`src/design/stop_and_wait_relay_two_port_macros.svh`:
```
// Assertion macros for the stop-and-wait relay.
// Used by the top level; expects i_clk and i_rst_n in scope at the use site.
`ifndef STOP_AND_WAIT_RELAY_TWO_PORT_MACROS_SVH
`define STOP_AND_WAIT_RELAY_TWO_PORT_MACROS_SVH

// Same-cycle implication, checked on every rising edge out of reset
`define SAWR_ASSERT_NOW(label, ante, cons) \
    label: assert property (@(posedge i_clk) disable iff (!i_rst_n) (ante) |-> (cons)) \
        else $error("sawr: same-cycle check failed");

// Next-cycle implication
`define SAWR_ASSERT_NEXT(label, ante, cons) \
    label: assert property (@(posedge i_clk) disable iff (!i_rst_n) (ante) |=> (cons)) \
        else $error("sawr: next-cycle check failed");

`endif

```
`src/design/sawr_pkg.sv`:
```
// Shared types and codes for the stop-and-wait relay.
// No dependencies; imported by the controller, datapath and top level.
`timescale 1ns / 1ps

package sawr_pkg;

    localparam int NUM_PORTS  = 2;
    localparam int ID_FIELD_W = 16;
    localparam int DRAW_W     = 16;
    localparam int THR_W      = 17;

    localparam logic [THR_W-1:0] THR_RESET = 17'd32768;

    // packet kind codes, on input and on output
    localparam logic [1:0] OP_DATA   = 2'd0;
    localparam logic [1:0] OP_ACK    = 2'd1;
    localparam logic [1:0] OP_NAK    = 2'd2;
    localparam logic [1:0] KIND_DATA = 2'd0;
    localparam logic [1:0] KIND_ACK  = 2'd1;
    localparam logic [1:0] KIND_NAK  = 2'd2;

    typedef struct packed {
        logic                  arrival_port;
        logic [1:0]            op;
        logic                  from_source;
        logic                  bit_error;
        logic [ID_FIELD_W-1:0] packet_id;
        logic [DRAW_W-1:0]     random_draw;
        logic [NUM_PORTS-1:0]  port_busy;
    } t_in_beat;

    typedef struct packed {
        logic                  out_port;
        logic [1:0]            out_kind;
        logic [ID_FIELD_W-1:0] out_packet_id;
        logic                  last;
    } t_out_beat;

    typedef enum logic [1:0] {
        S_IDLE,
        S_EXEC,
        S_DATA
    } t_state;

    // controller -> datapath
    typedef struct packed {
        logic capture;
        logic exec;
        logic load_data;
    } t_dp_cmd;

    // datapath -> controller
    typedef struct packed {
        logic need_data;
    } t_dp_status;

endpackage

```
`src/design/sawr_ctrl.sv`:
```
// Sequencer for the stop-and-wait relay: accept, execute, optional second beat.
// Depends on sawr_pkg.
`timescale 1ns / 1ps

module sawr_ctrl (
    input  logic                i_clk,
    input  logic                i_rst_n,
    input  logic                i_start,
    input  sawr_pkg::t_dp_status i_status,
    output sawr_pkg::t_dp_cmd   o_cmd,
    output logic                o_busy
);
    import sawr_pkg::*;

    t_state r_state;
    t_state n_state;

    // state register
    always_ff @(posedge i_clk) begin
        if (!i_rst_n) begin
            r_state <= S_IDLE;
        end else begin
            r_state <= n_state;
        end
    end

    // next state and commands
    always_comb begin
        n_state = r_state;
        o_cmd   = '0;
        o_busy  = 1'b1;
        unique case (r_state)
            S_IDLE: begin
                o_busy = 1'b0;
                if (i_start) begin
                    o_cmd.capture = 1'b1;
                    n_state       = S_EXEC;
                end
            end
            S_EXEC: begin
                o_cmd.exec = 1'b1;
                n_state    = i_status.need_data ? S_DATA : S_IDLE;
            end
            S_DATA: begin
                o_cmd.load_data = 1'b1;
                n_state         = S_IDLE;
            end
            default: begin
                n_state = S_IDLE;
            end
        endcase
    end

endmodule

```
`src/design/sawr_datapath.sv`:
```
// Datapath: input capture, routing, per-port handle queues, result register.
// Depends on sawr_pkg; driven by sawr_ctrl.
`timescale 1ns / 1ps

module sawr_datapath #(
    parameter int QUEUE_DEPTH = 16,
    parameter int ID_WIDTH    = 16
) (
    input  logic                 i_clk,
    input  logic                 i_rst_n,
    input  logic                 i_cfg_we,
    input  logic [sawr_pkg::THR_W-1:0] i_cfg_wdata,
    input  sawr_pkg::t_in_beat   i_item,
    input  sawr_pkg::t_dp_cmd    i_cmd,
    output sawr_pkg::t_dp_status o_status,
    output sawr_pkg::t_out_beat  o_result,
    output logic                 o_strobe
);
    import sawr_pkg::*;

    localparam int IDX_W   = $clog2(QUEUE_DEPTH);
    localparam int CNT_W   = $clog2(QUEUE_DEPTH + 1);
    localparam int SUM_W   = CNT_W + 1;
    localparam int STORE_W = (ID_WIDTH < ID_FIELD_W) ? ID_WIDTH : ID_FIELD_W;

    logic [THR_W-1:0]   r_thr;
    t_in_beat           r_item;
    logic [IDX_W-1:0]   r_head  [NUM_PORTS];
    logic [IDX_W-1:0]   n_head  [NUM_PORTS];
    logic [CNT_W-1:0]   r_count [NUM_PORTS];
    logic [CNT_W-1:0]   n_count [NUM_PORTS];
    logic [STORE_W-1:0] r_mem   [NUM_PORTS][QUEUE_DEPTH];
    logic [STORE_W-1:0] r_rdata;
    t_out_beat          r_out;
    logic               r_strobe;

    logic               route_port;
    logic               arr_port;
    logic               is_reply;
    logic               is_fwd;
    logic               is_ack;
    logic               is_nak;
    logic [CNT_W-1:0]   f_cnt;
    logic [IDX_W-1:0]   f_head;
    logic               full;
    logic [SUM_W-1:0]   tail_sum;
    logic [IDX_W-1:0]   tail;
    logic [CNT_W-1:0]   a_cnt;
    logic [IDX_W-1:0]   a_head;
    logic [IDX_W-1:0]   a_head_next;
    logic               fwd_ok;
    logic               fwd_send;
    logic               ack_pop;
    logic               ack_send;
    logic               nak_send;
    logic               send_data;
    logic               from_mem;
    logic [IDX_W-1:0]   rd_idx;
    t_out_beat          reply_beat;
    t_out_beat          data_beat;

    // routing threshold register
    always_ff @(posedge i_clk) begin
        if (!i_rst_n) begin
            r_thr <= THR_RESET;
        end else if (i_cfg_we) begin
            r_thr <= i_cfg_wdata;
        end
    end

    // input capture
    always_ff @(posedge i_clk) begin
        if (i_cmd.capture) begin
            r_item <= i_item;
        end
    end

    // decode of the captured packet
    always_comb begin
        route_port = (THR_W'(r_item.random_draw) < r_thr) ? 1'b0 : 1'b1;
        arr_port   = r_item.arrival_port;
        is_reply   = !r_item.from_source && (r_item.op == OP_DATA);
        is_fwd     = r_item.from_source || (is_reply && !r_item.bit_error);
        is_ack     = !r_item.from_source && (r_item.op == OP_ACK);
        is_nak     = !r_item.from_source && (r_item.op != OP_DATA) && (r_item.op != OP_ACK);
    end

    // queue arithmetic: tail slot on the routed port, head advance on the arrival port
    always_comb begin
        f_cnt    = r_count[route_port];
        f_head   = r_head[route_port];
        full     = (f_cnt == CNT_W'(QUEUE_DEPTH));
        tail_sum = SUM_W'(f_head) + SUM_W'(f_cnt);
        tail     = (tail_sum >= SUM_W'(QUEUE_DEPTH)) ?
                   IDX_W'(tail_sum - SUM_W'(QUEUE_DEPTH)) : IDX_W'(tail_sum);

        a_cnt       = r_count[arr_port];
        a_head      = r_head[arr_port];
        a_head_next = (a_head == IDX_W'(QUEUE_DEPTH - 1)) ? '0 : a_head + IDX_W'(1);

        fwd_ok   = is_fwd && !full;
        fwd_send = fwd_ok && (f_cnt == '0) && !r_item.port_busy[route_port];
        ack_pop  = is_ack && (a_cnt != '0);
        ack_send = ack_pop && (a_cnt != CNT_W'(1)) && !r_item.port_busy[arr_port];
        nak_send = is_nak && (a_cnt != '0) && !r_item.port_busy[arr_port];

        send_data = fwd_send || ack_send || nak_send;
        from_mem  = is_ack || is_nak;
        rd_idx    = is_ack ? a_head_next : a_head;

        o_status.need_data = send_data && (is_reply || from_mem);
    end

    // result beats
    always_comb begin
        reply_beat.out_port      = arr_port;
        reply_beat.out_kind      = r_item.bit_error ? KIND_NAK : KIND_ACK;
        reply_beat.out_packet_id = '0;
        reply_beat.last          = !send_data;

        data_beat.out_port      = from_mem ? arr_port : route_port;
        data_beat.out_kind      = KIND_DATA;
        data_beat.out_packet_id = from_mem ? ID_FIELD_W'(r_rdata) :
                                  ID_FIELD_W'(r_item.packet_id[STORE_W-1:0]);
        data_beat.last          = 1'b1;
    end

    // head and count update
    always_comb begin
        n_head  = r_head;
        n_count = r_count;
        if (i_cmd.exec) begin
            if (fwd_ok) begin
                n_count[route_port] = f_cnt + CNT_W'(1);
            end
            if (ack_pop) begin
                n_head[arr_port]  = a_head_next;
                n_count[arr_port] = a_cnt - CNT_W'(1);
            end
        end
    end

    always_ff @(posedge i_clk) begin
        if (!i_rst_n) begin
            for (int p = 0; p < NUM_PORTS; p++) begin
                r_head[p]  <= '0;
                r_count[p] <= '0;
            end
        end else begin
            r_head  <= n_head;
            r_count <= n_count;
        end
    end

    // handle memory: one write, one registered read
    always_ff @(posedge i_clk) begin
        if (i_cmd.exec && fwd_ok) begin
            r_mem[route_port][tail] <= r_item.packet_id[STORE_W-1:0];
        end
        r_rdata <= r_mem[arr_port][rd_idx];
    end

    // result register
    always_ff @(posedge i_clk) begin
        if (!i_rst_n) begin
            r_strobe <= 1'b0;
        end else if (i_cmd.exec) begin
            r_strobe <= is_reply || (send_data && !from_mem);
        end else begin
            r_strobe <= i_cmd.load_data;
        end
    end

    always_ff @(posedge i_clk) begin
        if (i_cmd.exec) begin
            r_out <= is_reply ? reply_beat : data_beat;
        end else if (i_cmd.load_data) begin
            r_out <= data_beat;
        end
    end

    assign o_result = r_out;
    assign o_strobe = r_strobe;

endmodule

```
`src/design/stop_and_wait_relay_two_port.sv`:
```
// Top level of the two-port stop-and-wait relay: controller plus datapath.
// Depends on sawr_pkg, sawr_ctrl, sawr_datapath and the assertion macro header.
//
//   channel   handshake           payload
//   -------   ---------           -------
//   item      start / busy        i_item   (t_in_beat)
//   result    o_strobe            o_result (t_out_beat), one cycle, no stall
//   config    i_cfg_we            i_cfg_wdata (route threshold)
//
// busy rises on the accepting edge and stays high through the execute state, and
// through the data state as well when a second beat follows or a handle must
// come from the queue memory (its read port is registered).
// Result beats leave the output register the cycle after they are formed.
// Reset (synchronous) empties both queues; the handle memory needs no clearing.
`timescale 1ns / 1ps
`include "stop_and_wait_relay_two_port_macros.svh"

module stop_and_wait_relay_two_port #(
    parameter int QUEUE_DEPTH = 16,
    parameter int ID_WIDTH    = 16
) (
    input  logic                       i_clk,
    input  logic                       i_rst_n,
    input  logic                       start,
    output logic                       busy,
    input  sawr_pkg::t_in_beat         i_item,
    input  logic                       i_cfg_we,
    input  logic [sawr_pkg::THR_W-1:0] i_cfg_wdata,
    output sawr_pkg::t_out_beat        o_result,
    output logic                       o_strobe
);
    import sawr_pkg::*;

    t_dp_cmd    dp_cmd;
    t_dp_status dp_status;

    // sequencer
    sawr_ctrl u_ctrl (
        .i_clk    (i_clk),
        .i_rst_n  (i_rst_n),
        .i_start  (start),
        .i_status (dp_status),
        .o_cmd    (dp_cmd),
        .o_busy   (busy)
    );

    // queues and result register
    sawr_datapath #(
        .QUEUE_DEPTH (QUEUE_DEPTH),
        .ID_WIDTH    (ID_WIDTH)
    ) u_datapath (
        .i_clk       (i_clk),
        .i_rst_n     (i_rst_n),
        .i_cfg_we    (i_cfg_we),
        .i_cfg_wdata (i_cfg_wdata),
        .i_item      (i_item),
        .i_cmd       (dp_cmd),
        .o_status    (dp_status),
        .o_result    (o_result),
        .o_strobe    (o_strobe)
    );

    // an accepted item holds the block busy for its execute cycle
    `SAWR_ASSERT_NEXT(a_accept_busy, start && !busy, busy && dp_cmd.exec)
    // a beat not marked last is always followed directly by the closing beat
    `SAWR_ASSERT_NEXT(a_pair_back_to_back, o_strobe && !o_result.last, o_strobe && o_result.last)
    // replies carry no handle
    `SAWR_ASSERT_NOW(a_reply_no_id, o_strobe && (o_result.out_kind != KIND_DATA), o_result.out_packet_id == '0)

endmodule

```
`config.mk`:
```
export PLATFORM = sky130hd
export DESIGN_NAME = stop_and_wait_relay_two_port
export DESIGN_NICKNAME = d
export VERILOG_FILES = /design/src/design/sawr_pkg.sv /design/src/design/sawr_ctrl.sv /design/src/design/sawr_datapath.sv /design/src/design/stop_and_wait_relay_two_port.sv
export VERILOG_INCLUDE_DIRS = /design/src /design/src/design
export SDC_FILE = /design/constraint.sdc
export NUM_CORES = 1
export LEC_CHECK = 0
export BUFFER_PORTS_ARGS = -buffer_cell sky130_fd_sc_hd__buf_4
export CORE_MARGIN = 2
export CORE_UTILIZATION = 65
export CTS_CLUSTER_SIZE = 30
export DETAILED_ROUTE_END_ITERATION = 8
export PLACE_DENSITY = 0.84
export SKIP_LAST_GASP = 1
export SYNTH_ARGS = -nofsm -noshare
export SYNTH_HDL_FRONTEND = slang
export SYNTH_SLANG_ARGS = --single-unit
export TNS_END_PERCENT = 50
```
`constraint.sdc`:
```
create_clock -name i_clk -period 9.3 [get_ports i_clk]
set_input_delay 0.465 -clock i_clk [delete_from_list [all_inputs] [get_ports i_clk]]
set_output_delay 0.465 -clock i_clk [all_outputs]
set_load 0.05 [all_outputs]
```
==> metrics <==
Yosys cell types 68; clk root buf clkbuf_16; Primary FF master, synth edfxtp_1; Die W between 150 and 200 µm; unrepaired setup endpoints after global routing false; Placed Cells incl. Taps 2152; CTS buffer count a little under 60; standard-cell rows 71; DP Area 26200 µm²; final slew viol count 0; Rel. slew slack between 15 and 20%; ys async rst share 0%; Final TNS setup 0 ps; Synth Area in Compound Gates 4.49%; htree depth 2; crit path DAT 5560 ps; Reg area approximately 18000 µm²; final hold slack roughly 30 ps; R2R Setup Slk 3960 ps; Critical Path Fanout Max 30; area of the multi-input gates between 6000 and 7000 µm²; hold path depth 1; final setup violation count 0; mux share of post-synthesis cell area 8.52%; synth-to-layout area growth 13.2%; Critical Setup Path Class reg2reg; final worst slack 3960 ps; peak supply drop 0.196 mV; Crit. End Element flip-flop; Syn Area/Cell 15.7 µm²; Die H 200 µm; initial antenna violation count 0; Crit path required time 9520 ps; PostCTS Resize Cnt 0; pwr/cell area 213 nW/µm²; hpwl dp about 36 mm; simple logic cell fraction of the synthesized area 9.90%; launch point of the worst reg-to-reg path u_datapath.r_item[8]; CTS Sinks 626; CTS tree yes; Syn Nets 1678; leakage between 9 and 10 nW; R2R Path End u_datapath.r_mem[1][184]; hold path start i_item[31]; HP Class in2reg; grt ovf 0; nets@finish around 1800; Final min period 5340 ps; Mapped Area roughly 25000 µm²; Yosys Warn Count 0; DP Worst Slack 3830 ps; first-pass GRT wire length 92.6 mm; Adder-Cell Fraction of Synth Area 1.43%; hold endpoint u_datapath.r_item[31]; Starting Density 66.1%; Total GRT Usage 32.2%; Clock Latency Late Sink 610 ps; die area 40000 µm²; largest net degree at the start of global routing 77; most common cell after layout, fill and taps aside edfxtp_1; I/O Buffers 81; wire per inst roughly 28 µm; core box area 37800 µm²; xor-xnor portion of the synthesized cell area 0.426%; post-synthesis sequential area ratio around 73%; Mapped Cells 1590; final worst path period share 57.4%; Worst-Margin Slew 1270 ps; fin cells 2263; fmax 187 MHz; most frequent cells in the layout edfxtp_1 (571), nand2_1 (267), buf_4 (134); Design Area, Final 28200 µm²; CTS clock-pin slew for the worst setup and hold paths 60 ps; clk buf depth 3; Post-synth EDFFs 571; element type at the critical path start flip-flop; main combinational cell family by area after synthesis simple AND/OR/NAND/NOR gates; vias after detailed routing 15100; first drt pass iteration count 6; Final Routed Wirelength 62.3 mm; CTS Hold Bufs 0; layout cells sized above 1 18.1%; io pins 82; Max Clock Skew roughly 18 ps; number of inserted diodes 0; Worst Reg-to-Reg Cells 13; Max Cap Violations 0; # DRC 0; Hold Vio Cnt, Final 0; CP Launch Point u_datapath.r_item[8]; DR iter-0 viols 2152; vias per cell 6.68; routability cong. 0.909; number of global-route vias before repair 15000; Seq cells post-synth 626; Post-DRT Antenna Nets 0; status complete, no violations; number of post-CTS setup repair buffers 0; Fillers ~2100
==> synth_stat cells (3+ instances only) <==
| cell type | instances | area [µm²] |
|---|---|---|
| buf_4 | 8 | 60.1 |
| buf_1 | 3 | 11.3 |
| nand2_1 | 267 | 1000 |
| buf_6 | 5 | 56.3 |
| nor3_1 | 7 | 35.0 |
| mux2i_1 | 60 | 601 |
| nand3_1 | 83 | 415 |
| mux4_2 | 60 | 1350 |
| a21boi_0 | 6 | 45.0 |
| and3_1 | 3 | 18.8 |
| clkbuf_1 | 41 | 154 |
| xnor2_1 | 7 | 61.3 |
| nand4_1 | 52 | 325 |
| inv_1 | 28 | 105 |
| a211oi_1 | 3 | 22.5 |
| o211ai_1 | 6 | 45.0 |
| a22oi_1 | 30 | 225 |
| a311oi_1 | 3 | 26.3 |
| buf_2 | 27 | 135 |
| mux2_2 | 10 | 113 |
| nand2b_1 | 6 | 37.5 |
| nor2_1 | 52 | 195 |
| a21o_1 | 7 | 52.6 |
| o21ai_0 | 28 | 140 |
| edfxtp_1 | 571 | 17100 |
| a32oi_1 | 35 | 307 |
| nand3b_1 | 9 | 67.6 |
| and2_1 | 8 | 50.1 |
| ha_1 | 27 | 338 |
| a31oi_1 | 4 | 25.0 |
| dfxtp_1 | 55 | 1100 |
| nor2b_1 | 24 | 150 |
| a21oi_1 | 8 | 40.0 |
==> layer usage <==
metal  routed length, µm  part of all wire, %  up-vias  GRT usage, %
li1                    -                    -     6334             -
met1               22800                   37     7489          44.6
met2               29200                   47     1098          50.5
met3                7490                   12      194          6.65
met4                2810                  4.5        0          13.6
met5                   0                    0        -             0
==> how the worst max path moves through the flow <==
stage	endpoint	slack (ps)	cells past startpoint
3_3_place_gp	u_datapath.r_mem[1][211]	4010	13
2_1_floorplan	u_datapath.r_mem[1][144]	4610	15
4_1_cts	u_datapath.r_mem[1][198]	3740	13
5_1_grt	u_datapath.r_mem[1][184]	3680	13
6_report	u_datapath.r_mem[1][184]	3960	13
3_5_place_dp	u_datapath.r_mem[1][193]	3830	13
==> logic make-up after synthesis <==
family,Yosys count
xor gates and xnor gates,10
adders and majority gates,28
buffers and inverters,112
AOI/OAI and AO/OA,149
and+or+nand+nor,531
muxes,134
DFF,626
==> state kept, by name (all words and copies together) (netlist names), named ones only <==
name	flops
u_ctrl.r_state	2
u_datapath.arr_port	1
u_datapath.o_result	20
u_datapath.o_strobe	1
u_datapath.r_count	10
u_datapath.r_head	8
u_datapath.r_item	38
u_datapath.r_mem	512
u_datapath.r_rdata	16
u_datapath.r_thr	17
==> layout make-up <==
type                    count  area share [%]
clock buffers              75            5.66
clock inverters            35            1.41
inverters                  28           0.372
multi-input cells         852            22.0
flip-flops and latches    626            64.6
well taps                 511            2.26
repair buffers            136            3.64
==> critical path: stages, from the launching register on <==
cell	delay [ps]
edfxtp_1	370
ha_1	330
and3_1	210
a221oi_1	380
a211oi_1	200
a211oi_4	250
buf_4	350
mux2_2	430
ha_1	310
a21o_1	160
a21oi_1	250
xnor2_1	130
or3b_2	590
nor2_1	970
==> power breakdown <==
group / switching, mW / total (mW) / internal [mW]
Sequential: 0.0250 / 3.15 / 3.13
Clock: 1.01 / 2.47 / 1.46
Combinational: 0.266 / 0.392 / 0.126
==> stage by stage <==
stage / util [%] / power [mW]
6_report: 74.8 / 6.02
5_1_grt: 74.8 / 6.15
4_1_cts: 74.7 / 6.02
3_5_place_dp: 69.4 / 3.59
3_3_place_gp: 69.4 / 3.57
2_1_floorplan: - / 3.44
Note: power is estimated with default switching activity, not from simulation.
